$ cat config.mk
export PLATFORM = sky130hd
export DESIGN_NAME = sorted_set_insert_remove
export DESIGN_NICKNAME = d
export VERILOG_FILES = /design/src/sset_pkg.sv /design/src/sset_cell.sv /design/src/sorted_set_insert_remove.sv
export SDC_FILE = /design/constraint.sdc
export NUM_CORES = 2
export LEC_CHECK = 0
export ABC_AREA = 1
export BUFFER_PORTS_ARGS = -buffer_cell sky130_fd_sc_hd__clkbuf_2
export CORE_MARGIN = 10
export CORE_UTILIZATION = 55
export CTS_BUF_LIST = sky130_fd_sc_hd__clkbuf_8
export CTS_CLUSTER_SIZE = 24
export DETAILED_ROUTE_END_ITERATION = 8
export PLACE_DENSITY = 0.8
export SYNTH_ARGS = -nofsm -noshare
export SYNTH_HDL_FRONTEND = slang
export SYNTH_SLANG_ARGS = --single-unit
$ cat constraint.sdc
create_clock -name clk -period 6.7 [get_ports clk]
set_input_delay 0.335 -clock clk [delete_from_list [all_inputs] [get_ports clk]]
set_output_delay 0.335 -clock clk [all_outputs]
set_load 0.1 [all_outputs]
$ cat src/sset_pkg.sv
`timescale 1ns / 1ps

package sset_pkg;

  // default number of cells in the chain
  localparam int DEPTH_DEF = 16;

  // field widths
  localparam int OP_W     = 2;
  localparam int VALUE_W  = 32;
  localparam int INDEX_W  = 4;
  localparam int STATUS_W = 3;
  localparam int COUNT_W  = 5;

  // stream word widths, padded to whole bytes
  localparam int IN_DATA_W  = 40;
  localparam int OUT_DATA_W = 40;

  typedef enum logic [OP_W-1:0] {
    OP_INSERT = 2'd0,
    OP_REMOVE = 2'd1,
    OP_READ   = 2'd2,
    OP_NONE   = 2'd3
  } op_t;

  typedef enum logic [STATUS_W-1:0] {
    ST_OK        = 3'd0,
    ST_FULL      = 3'd1,
    ST_DUP       = 3'd2,
    ST_EMPTY     = 3'd3,
    ST_NOT_FOUND = 3'd4,
    ST_RANGE     = 3'd5
  } status_t;

  typedef enum logic {
    S_IDLE  = 1'b0,
    S_APPLY = 1'b1
  } fsm_t;

  // controls broadcast to every cell
  typedef struct packed {
    logic capture;  // take compare flags against the incoming value
    logic ins;      // open a slot and place the value
    logic del;      // close the slot of the matching entry
  } cell_ctl_t;

endpackage

$ cat src/sset_cell.sv
`timescale 1ns / 1ps

module sset_cell (
  input  logic                                clk,
  input  sset_pkg::cell_ctl_t                 ctl,
  input  logic signed [sset_pkg::VALUE_W-1:0] cmp_value,
  input  logic signed [sset_pkg::VALUE_W-1:0] ins_value,
  input  logic                                valid,
  input  logic signed [sset_pkg::VALUE_W-1:0] left_entry,
  input  logic                                left_lt,
  input  logic signed [sset_pkg::VALUE_W-1:0] right_entry,
  output logic signed [sset_pkg::VALUE_W-1:0] entry,
  output logic                                lt,
  output logic                                eq
);

  // compare flags against the value of the word just taken
  always_ff @(posedge clk) begin
    if (ctl.capture) begin
      lt <= valid && (entry < cmp_value);
      eq <= valid && (entry == cmp_value);
    end
  end

  // smaller entries stay, the rest move one place up or down
  always_ff @(posedge clk) begin
    if (ctl.ins && !lt) begin
      entry <= left_lt ? ins_value : left_entry;
    end else if (ctl.del && !lt) begin
      entry <= right_entry;
    end
  end

endmodule

$ cat src/sorted_set_insert_remove.sv
`timescale 1ns / 1ps

// Sorted set of distinct signed 32-bit values, kept in ascending order in a
// chain of DEPTH cells. Each input word is one operation: insert value,
// remove value, or read the entry at an index. Every word gives exactly one
// result word with a status, the count after the operation and the read data.
// Input channel: s_tuser carries the op code, s_tdata the value and index.
// Output channel: m_tdata carries status, count and read value.
// Timing: a word is taken in one cycle, in which every cell compares its
// entry with the value; then, in S_APPLY once the output register is free,
// the cells shift in parallel and the result is loaded into the output
// register. A new word is not taken until that shift is done, as the
// compare and the shift both use the cell chain.
// The next word is taken while an earlier result still waits on m_tready;
// its update is held back until the output register is free, so a stalled
// receiver stops the block after one waiting result.
// Reset (rst, synchronous) empties the set and drops any pending result;
// cell contents are not cleared since unused cells are never read.
module sorted_set_insert_remove #(
  parameter int DEPTH = sset_pkg::DEPTH_DEF
) (
  input  logic                              clk,
  input  logic                              rst,
  input  logic                              s_tvalid,
  output logic                              s_tready,
  // [31:0] value, [35:32] index, upper bits zero
  input  logic [sset_pkg::IN_DATA_W-1:0]    s_tdata,
  // [1:0] op
  input  logic [sset_pkg::OP_W-1:0]         s_tuser,
  output logic                              m_tvalid,
  input  logic                              m_tready,
  // [2:0] status, [7:3] count, [39:8] read_value
  output logic [sset_pkg::OUT_DATA_W-1:0]   m_tdata
);

  localparam int VW   = sset_pkg::VALUE_W;
  localparam int IW   = sset_pkg::INDEX_W;
  localparam int CW   = $clog2(DEPTH + 1);
  localparam int CMPW = CW + IW;
  localparam int RD_N = (DEPTH < (1 << IW)) ? DEPTH : (1 << IW);

  sset_pkg::fsm_t      state, state_next;
  sset_pkg::cell_ctl_t ctl;
  sset_pkg::op_t       cur_op;
  sset_pkg::status_t   status;

  logic signed [VW-1:0] cur_value;
  logic [IW-1:0]        cur_index;
  logic [CW-1:0]        count, count_next;
  logic signed [VW-1:0] rd_value;

  logic signed [VW-1:0] ent [DEPTH];
  logic [DEPTH-1:0]     lt_vec;
  logic [DEPTH-1:0]     eq_vec;

  logic accept, out_free, apply, hit, ins_ok, del_ok;

  logic signed [VW-1:0] in_value;
  assign in_value = s_tdata[VW-1:0];

  // chain of cells
  for (genvar gi = 0; gi < DEPTH; gi++) begin : g_cell
    logic signed [VW-1:0] left_ent, right_ent;
    logic                 left_flag;

    if (gi == 0) begin : g_first
      assign left_ent  = '0;
      assign left_flag = 1'b1;
    end else begin : g_mid
      assign left_ent  = ent[gi-1];
      assign left_flag = lt_vec[gi-1];
    end

    if (gi == DEPTH - 1) begin : g_last
      assign right_ent = ent[gi];
    end else begin : g_inner
      assign right_ent = ent[gi+1];
    end

    sset_cell u_cell (
      .clk         (clk),
      .ctl         (ctl),
      .cmp_value   (in_value),
      .ins_value   (cur_value),
      .valid       (count > CW'(gi)),
      .left_entry  (left_ent),
      .left_lt     (left_flag),
      .right_entry (right_ent),
      .entry       (ent[gi]),
      .lt          (lt_vec[gi]),
      .eq          (eq_vec[gi])
    );
  end

  // handshake and cell control
  assign s_tready = (state == sset_pkg::S_IDLE);
  assign accept   = s_tvalid && s_tready;
  assign out_free = !m_tvalid || m_tready;
  assign apply    = (state == sset_pkg::S_APPLY) && out_free;
  assign hit      = |eq_vec;
  // capture, ins, del
  assign ctl      = {accept, apply && ins_ok, apply && del_ok};

  // operation decode, status and next count
  always_comb begin
    status     = sset_pkg::ST_OK;
    count_next = count;
    rd_value   = '0;
    ins_ok     = 1'b0;
    del_ok     = 1'b0;
    case (cur_op)
      sset_pkg::OP_INSERT: begin
        if (count == CW'(DEPTH)) begin
          status = sset_pkg::ST_FULL;
        end else if (hit) begin
          status = sset_pkg::ST_DUP;
        end else begin
          ins_ok     = 1'b1;
          count_next = count + CW'(1);
        end
      end
      sset_pkg::OP_REMOVE: begin
        if (count == '0) begin
          status = sset_pkg::ST_EMPTY;
        end else if (!hit) begin
          status = sset_pkg::ST_NOT_FOUND;
        end else begin
          del_ok     = 1'b1;
          count_next = count - CW'(1);
        end
      end
      sset_pkg::OP_READ: begin
        if (CMPW'(cur_index) >= CMPW'(count)) begin
          status = sset_pkg::ST_RANGE;
        end else begin
          for (int k = 0; k < RD_N; k++) begin
            if (cur_index == IW'(k)) begin
              rd_value = ent[k];
            end
          end
        end
      end
      default: begin
        status = sset_pkg::ST_OK;
      end
    endcase
  end

  // sequencer
  always_comb begin
    state_next = state;
    case (state)
      sset_pkg::S_IDLE: begin
        if (accept) state_next = sset_pkg::S_APPLY;
      end
      sset_pkg::S_APPLY: begin
        if (apply) state_next = sset_pkg::S_IDLE;
      end
      default: state_next = sset_pkg::S_IDLE;
    endcase
  end

  always_ff @(posedge clk) begin
    if (rst) begin
      state <= sset_pkg::S_IDLE;
    end else begin
      state <= state_next;
    end
  end

  // operation register
  always_ff @(posedge clk) begin
    if (accept) begin
      cur_op    <= sset_pkg::op_t'(s_tuser);
      cur_value <= in_value;
      cur_index <= s_tdata[VW+IW-1:VW];
    end
  end

  // entry count
  always_ff @(posedge clk) begin
    if (rst) begin
      count <= '0;
    end else if (apply) begin
      count <= count_next;
    end
  end

  // output register
  always_ff @(posedge clk) begin
    if (rst) begin
      m_tvalid <= 1'b0;
    end else if (apply) begin
      m_tvalid <= 1'b1;
    end else if (m_tready) begin
      m_tvalid <= 1'b0;
    end
  end

  always_ff @(posedge clk) begin
    if (apply) begin
      m_tdata <= {rd_value, sset_pkg::COUNT_W'(count_next), status};
    end
  end

endmodule
# Word-level counts from Yosys, hierarchy flattened
# Cells that the tools add are included.
[word_totals]
reg_bits = 629
inputBits = 46
output_inout_bits = 42
word_cells = 316
[op_classes]
addsub = 2
magnitude_cmp = 33
eq_ne = 34
muxes = 83
n_bitwise = 2
reduce_logical = 106
[ops]
columns = ["cell", "count"]
rows = [
  ["32-bit 2-to-1 mux", 61],
  ["32-bit equality test", 16],
  ["32-bit less-than comparator", 16],
  ["1-bit logical AND", 67],
  ["5-bit by 4-bit greater-than comparator with 1-bit output, second input constant", 8],
  ["4-bit equality test, second input constant", 8],
  ["2-bit nonzero test", 16],
  ["5-bit by 3-bit greater-than comparator with 1-bit output, second input constant", 4],
  ["5-bit 2-to-1 mux", 4],
  ["1-bit zero test", 17],
  ["4-bit by 3-bit equality test with 1-bit output, second input constant", 4],
  ["16-bit OR reduction", 1],
  ["5-bit by 1-bit greater-than comparator with 1-bit output, second input constant", 2],
  ["5-bit by 2-bit greater-than comparator with 1-bit output, second input constant", 2],
  ["1-bit 2-to-1 mux", 10],
  ["5-bit case mux with 2 select lines", 1],
  ["3-bit 2-to-1 mux", 3],
  ["3-bit case mux with 3 select lines", 1],
  ["4-bit by 2-bit equality test with 1-bit output, second input constant", 2],
  ["5-bit by 1-bit adder with 5-bit output, second input constant", 1],
  ["5-bit equality test, second input constant", 1],
  ["4-bit by 5-bit greater-or-equal comparator with 1-bit output", 1],
  ["5-bit zero test", 1],
  ["5-bit by 1-bit subtractor with 5-bit output, second input constant", 1],
  ["10 further kinds", 12],
]

# Longest topological paths before layout
[logic_depth]
depth_word = 17
mapped_depth = 15
ltp_nobuf = 15

# Cells and area by module
# A second synthesis with hierarchy kept.
[hier_totals]
cells_unflattened = 6480
hier_area_um2 = 48969.5
[by_module_without_submodules]
columns = ["mod", "n_inst", "cells_each", "area_per_inst_um2", "seq_area_each_um2"]
rows = [
  ["sset_cell (g_cell[0].u_cell ...)", 14, 325, 2577.5, 1021.0],
  ["sorted_set_insert_remove", 1, 1280, 7669.9, 2482.4],
  ["sset_cell (g_cell[8].u_cell ...)", 2, 325, 2607.5, 1021.0],
]

# Worst setup path before layout
# OpenSTA, ideal clock, no wires.
[synth_path]
path_type = "reg-to-reg"
start = "register m_tvalid"
end = "register g_cell[0].u_cell.entry[0] (netlist name) (enable)"
setup_time_ns = 0.421
arrival_ns = 3.808
required_ns = 6.279
setup_slack_ns = 2.471
path_stages_with_launch = 7
path_buffers = 1
period_less_slack_ns = 4.229
path_cell_list = "dfxtp_1 nand2_1 nand2_1 inv_1 o21ai_1 clkbuf_1 nor2_1"
[synth_between]
elab_chain_cells = 6
elab_cells_between_ends = 8
classes_between = "reduce/logical (8)"
[synth_lines]
columns = ["item", "line", "text"]
rows = [
  ["start, declared", "sorted_set_insert_remove.sv:30", "output logic m_tvalid,"],
  ["start signal, assigned", "sorted_set_insert_remove.sv:192", "m_tvalid <= 1'b0;"],
  ["start signal, assigned", "sorted_set_insert_remove.sv:194", "m_tvalid <= 1'b1;"],
  ["start signal, assigned", "sorted_set_insert_remove.sv:196", "m_tvalid <= 1'b0;"],
  ["1-bit zero test *", "sorted_set_insert_remove.sv:98", "assign out_free = !m_tvalid || m_tready;"],
  ["1-bit logical OR *", "sorted_set_insert_remove.sv:98", ""],
  ["1-bit logical AND *", "sorted_set_insert_remove.sv:99", "assign apply = (state == sset_pkg::S_APPLY) && out_free;"],
  ["net apply", "sorted_set_insert_remove.sv:56", "logic accept, out_free, apply, hit, ins_ok, del_ok;"],
  ["1-bit logical AND", "sorted_set_insert_remove.sv:102", "assign ctl = {accept, apply && ins_ok, apply && del_ok};"],
  ["1-bit logical AND, on equally long branches", "sset_cell.sv:29, sset_cell.sv:27", ""],
  ["2-bit nonzero test (no line) *", "-", ""],
  ["end signal, assigned", "sset_cell.sv:28", "entry <= left_lt ? ins_value : left_entry;"],
  ["end signal, assigned", "sset_cell.sv:30", "entry <= right_entry;"],
  ["end, declared", "sset_cell.sv:12", "output logic signed [sset_pkg::VALUE_W-1:0] entry,"],
]
# The timed path passes the listed nets; every way through them passes the cells marked *.
# A chain may end at the register's enable or synchronous reset.

# Worst setup path after layout
[layout_path]
start = "register g_cell[1].u_cell.eq"
end = "register g_cell[3].u_cell.entry[1] (netlist name), data pin"
[layout_between]
elab_chain_cells = 7
[layout_lines]
columns = ["item", "line", "text"]
rows = [
  ["start, declared", "sset_cell.sv:14", "output logic eq"],
  ["start signal, assigned", "sset_cell.sv:21", "eq <= valid && (entry == cmp_value);"],
  ["16-bit OR reduction", "sorted_set_insert_remove.sv:100", "assign hit = |eq_vec;"],
  ["1-bit 2-to-1 mux", "sorted_set_insert_remove.sv:115", "end else if (hit) begin"],
  ["1-bit 2-to-1 mux", "sorted_set_insert_remove.sv:113", "if (count == CW'(DEPTH)) begin"],
  ["1-bit 2-to-1 mux", "sorted_set_insert_remove.sv:111", "case (cur_op)"],
  ["1-bit logical AND", "sorted_set_insert_remove.sv:102", ""],
  ["1-bit logical AND", "sset_cell.sv:27", "if (ctl.ins && !lt) begin"],
  ["32-bit 2-to-1 mux", "sset_cell.sv:27", ""],
  ["end signal, assigned", "sset_cell.sv:28", ""],
  ["end signal, assigned", "sset_cell.sv:30", ""],
  ["end, declared", "sset_cell.sv:12", ""],
]
# Every way passes these cells.

==> impl_metrics.yaml <==
clock_network:
  cts_resized: 0
  cts_tree: "yes"
  root_buffer: "clkbuf_8"
  cts_buffers: 112
  clk_latency_ps: 750
  cts_sinks: 629
  cts_max_level: 3
  cts_buffer_depth: 3
  clkSlewWorstSetupHoldPaths_ps: 60
die:
  rows: 106
  fp.dieH_um: 311
  io_pins: 88
  dieArea_mm2: 0.0965
  core-area_mm2: 0.0837
  initial_core_util: 0.555
  die_x_um: 311
timing:
  fmax_mhz: 229
  slew-limit-headroom: 0.0976
  skew_ps: 46.9
  final-hold-violation-count: 0
  min_period_ps: 4370
  worstMarginPinSlew_ps: 1340
  rsz0062_at_grt: "false"
  fin_setup_tns_ps: 0
  maxSlewViolCount: 0
  finalCritPeriodShare: 0.652
  fin_hold_ws_ps: 116
  setup_viol: 0
synth:
  synth_warnings: 0
  synth_flop_cell: "edfxtp_1"
  synth.area.top_cells: "edfxtp_1 40%, ha_1 14%, nand2_1 13%, o21ai_0 11%, inv_1 5.7%"
  synthArstFlopShare: 0
  synth-seq-area-share: 0.405
  synth_cell_types: 55
  avgSynthCellArea_um2: 7.88
  syn-cell-area_mm2: 0.0465
  synth_seq_cells: 629
  synth_area_leader_cell: "edfxtp_1"
  yosys.area.top_type_share: 0.402
  synthCells: 5898
  synthesis.nets: 6465
  synth_edf_count: 622
critical_path:
  path_cells: "nor4_1 -> and2_0 -> nand2_1 -> nor2_4 -> nand2_4 -> nor2_4 -> o21ai_0"
  cp-end-kind: "register"
  cpPeakStageDelay_ps: 1110
  cp.arrival_ps: 4770
  criticalPathCategory: "register to register"
  cp_common_cell: "nor2_4"
  crit_buf_inv: 0
  critical_path.top_delay_family: "simple AND/OR/NAND/NOR gates"
  path_max_fanout: 64
  startpoint_type: "register"
  crit_slowest_cell: "nor2_4"
  cp.required_ps: 7110
pwr:
  internal_power_mw: 6.25
  power_frac_seq: 0.499
  clkPwrFrac: 0.376
  power_switching_mw: 2.59
  swShare: 0.293
  vdd_ir_drop_max_uv: 141
  comb_power_share: 0.125
  leakage_nw: 21.2
  cellPowerDensity_mw_per_mm2: 177
layout:
  layout_common_cells: "1616 x nand2_1, 1011 x o21ai_0, 740 x inv_1"
  drive_above_1_share: 0.0599
  nNetsFinal: 6482
  instances_no_fill: 7133
  area_growth_pct: 7.83
  mostFrequentLayoutCell: "nand2_1"
global_routing:
  grt_antenna_before_repair: 3
  grt_usage: 0.277
  grt_start_max_net_pins: 67
  grt_pass1_wl_mm: 216
  grt_pass1_vias: 39300
  gr-total-overflow: 0
route:
  firstDrtPassIters: 6
  drc: 0
  ant_nets: 0
  vias: 41700
  wirelength_mm: 139
  avgViaCountPerCell: 5.84
  avgRoutedWirePerCell_um: 19.6
  drt_iter0_markers: 5298
flow_run:
  drv_cap: 0
placed_design:
  place_inst: 6895
  dp_hpwl_mm: 108
  port-buffer-count: 83
  routabilityCongestion: 0.936
hold_path:
  min_path_type: "primary input to register"
status:
  status: "finished, final reports clean"
==> area by class of cell <==
class / count / area, µm²
tap: 1134 / 1420
clock buffer: 119 / 1640
antenna: 2 / 5.00
sequential: 629 / 18800
inverter: 706 / 2650
fill: 7317 / 33600
multi-input combinational: 4284 / 24000
clock inverter: 77 / 309
timing repair buffer: 182 / 1260
==> sequential cells by signal, summed over array words and instances, names as in the netlist <==
name                 flops
m_tvalid                 1
cur_index                4
count                    5
m_tdata                 40
state                    1
cur_value               32
g_cell.u_cell.entry    512
cur_op                   2
g_cell.u_cell.lt        16
g_cell.u_cell.eq        16
==> routing by layer <==
metal	wire length (µm)	track usage	part of all wire	up-vias
met4	6020	0.119	0.043	0
met3	14500	0.0389	0.10	317
li1	-	-	-	20200
met2	61000	0.433	0.44	2262
met1	58000	0.380	0.42	18900
met5	0	0	0	-
==> synthesized netlist by cell type, types with 6 or more instances <==
master,n
clkbuf_2,25
o21ai_1,19
inv_1,700
nand3_1,119
o21ai_0,1011
o21bai_1,6
a211oi_1,14
dfxtp_1,7
mux2_2,30
edfxtp_1,622
ha_1,521
nor2_8,9
o21a_1,24
o211ai_1,34
nor3_1,39
nor2_1,304
clkbuf_1,197
nor4_1,26
nand2_1,1616
nand4_1,134
a21oi_1,316
buf_2,51
==> worst reg2reg max path: cells and delay by family, from the launching register on <==
| kind | cells | cell delay [ps] |
|---|---|---|
| simple gates | 6 | 3430 |
| compound gates | 1 | 250 |
| flops | 1 | 360 |
==> repair_timing <==
action / 4_1_cts / 5_1_grt
buffers inserted: 0 / 0
hold endpoints to repair: 44 / 0
hold buffers: 40 / 0
==> final timing paths <==
path | from | end | slack (ps) | cells after the start
max reg2reg | g_cell[1].u_cell.eq$_DFFE_PP_ | g_cell[3].u_cell.entry[1]$_DFFE_PP_ | 2330 | 7
max | g_cell[1].u_cell.eq$_DFFE_PP_ | g_cell[3].u_cell.entry[1]$_DFFE_PP_ | 2330 | 7
min | m_tready | count[2]$_SDFFE_PP0P_ | 120 | 7
min reg2reg | state$_SDFF_PP0_ | state$_SDFF_PP0_ | 560 | 2
==> metrics by stage <==
stage                util  total power [mW]  cell area (µm²)  setup WS [ps]
floorplan               -              5.18            46500           2470
global placement    0.570              5.51            47700           2650
detailed placement  0.570              5.54            47700           2640
CTS                 0.599              8.84            50100           2610
global route        0.599              9.15            50100           2190
finish              0.599              8.84            50100           2330
==> logic make-up (layout without fill, tap and decap cells) <==
kind of cell,Yosys count,after routing,share of synthesized area
xor+xnor,1,1,0.000189
compound gates,1458,1458,0.163
mux,30,30,0.00727
simple gates,2274,2274,0.202
other cells,0,2,0
flops,629,629,0.405
fa+ha+maj,521,521,0.140
buf+inv,985,1084,0.0819
==> power groups by stage <==
stage	Combinational, mW	Sequential [mW]	Clock [mW]
5_1_grt	1.21	4.42	3.52
2_1_floorplan	0.644	4.53	0
6_report	1.11	4.42	3.32
3_3_place_gp	1.02	4.49	0
4_1_cts	1.08	4.41	3.35
3_5_place_dp	1.05	4.49	0
No activity file was read; power rests on OpenSTA's default activity.
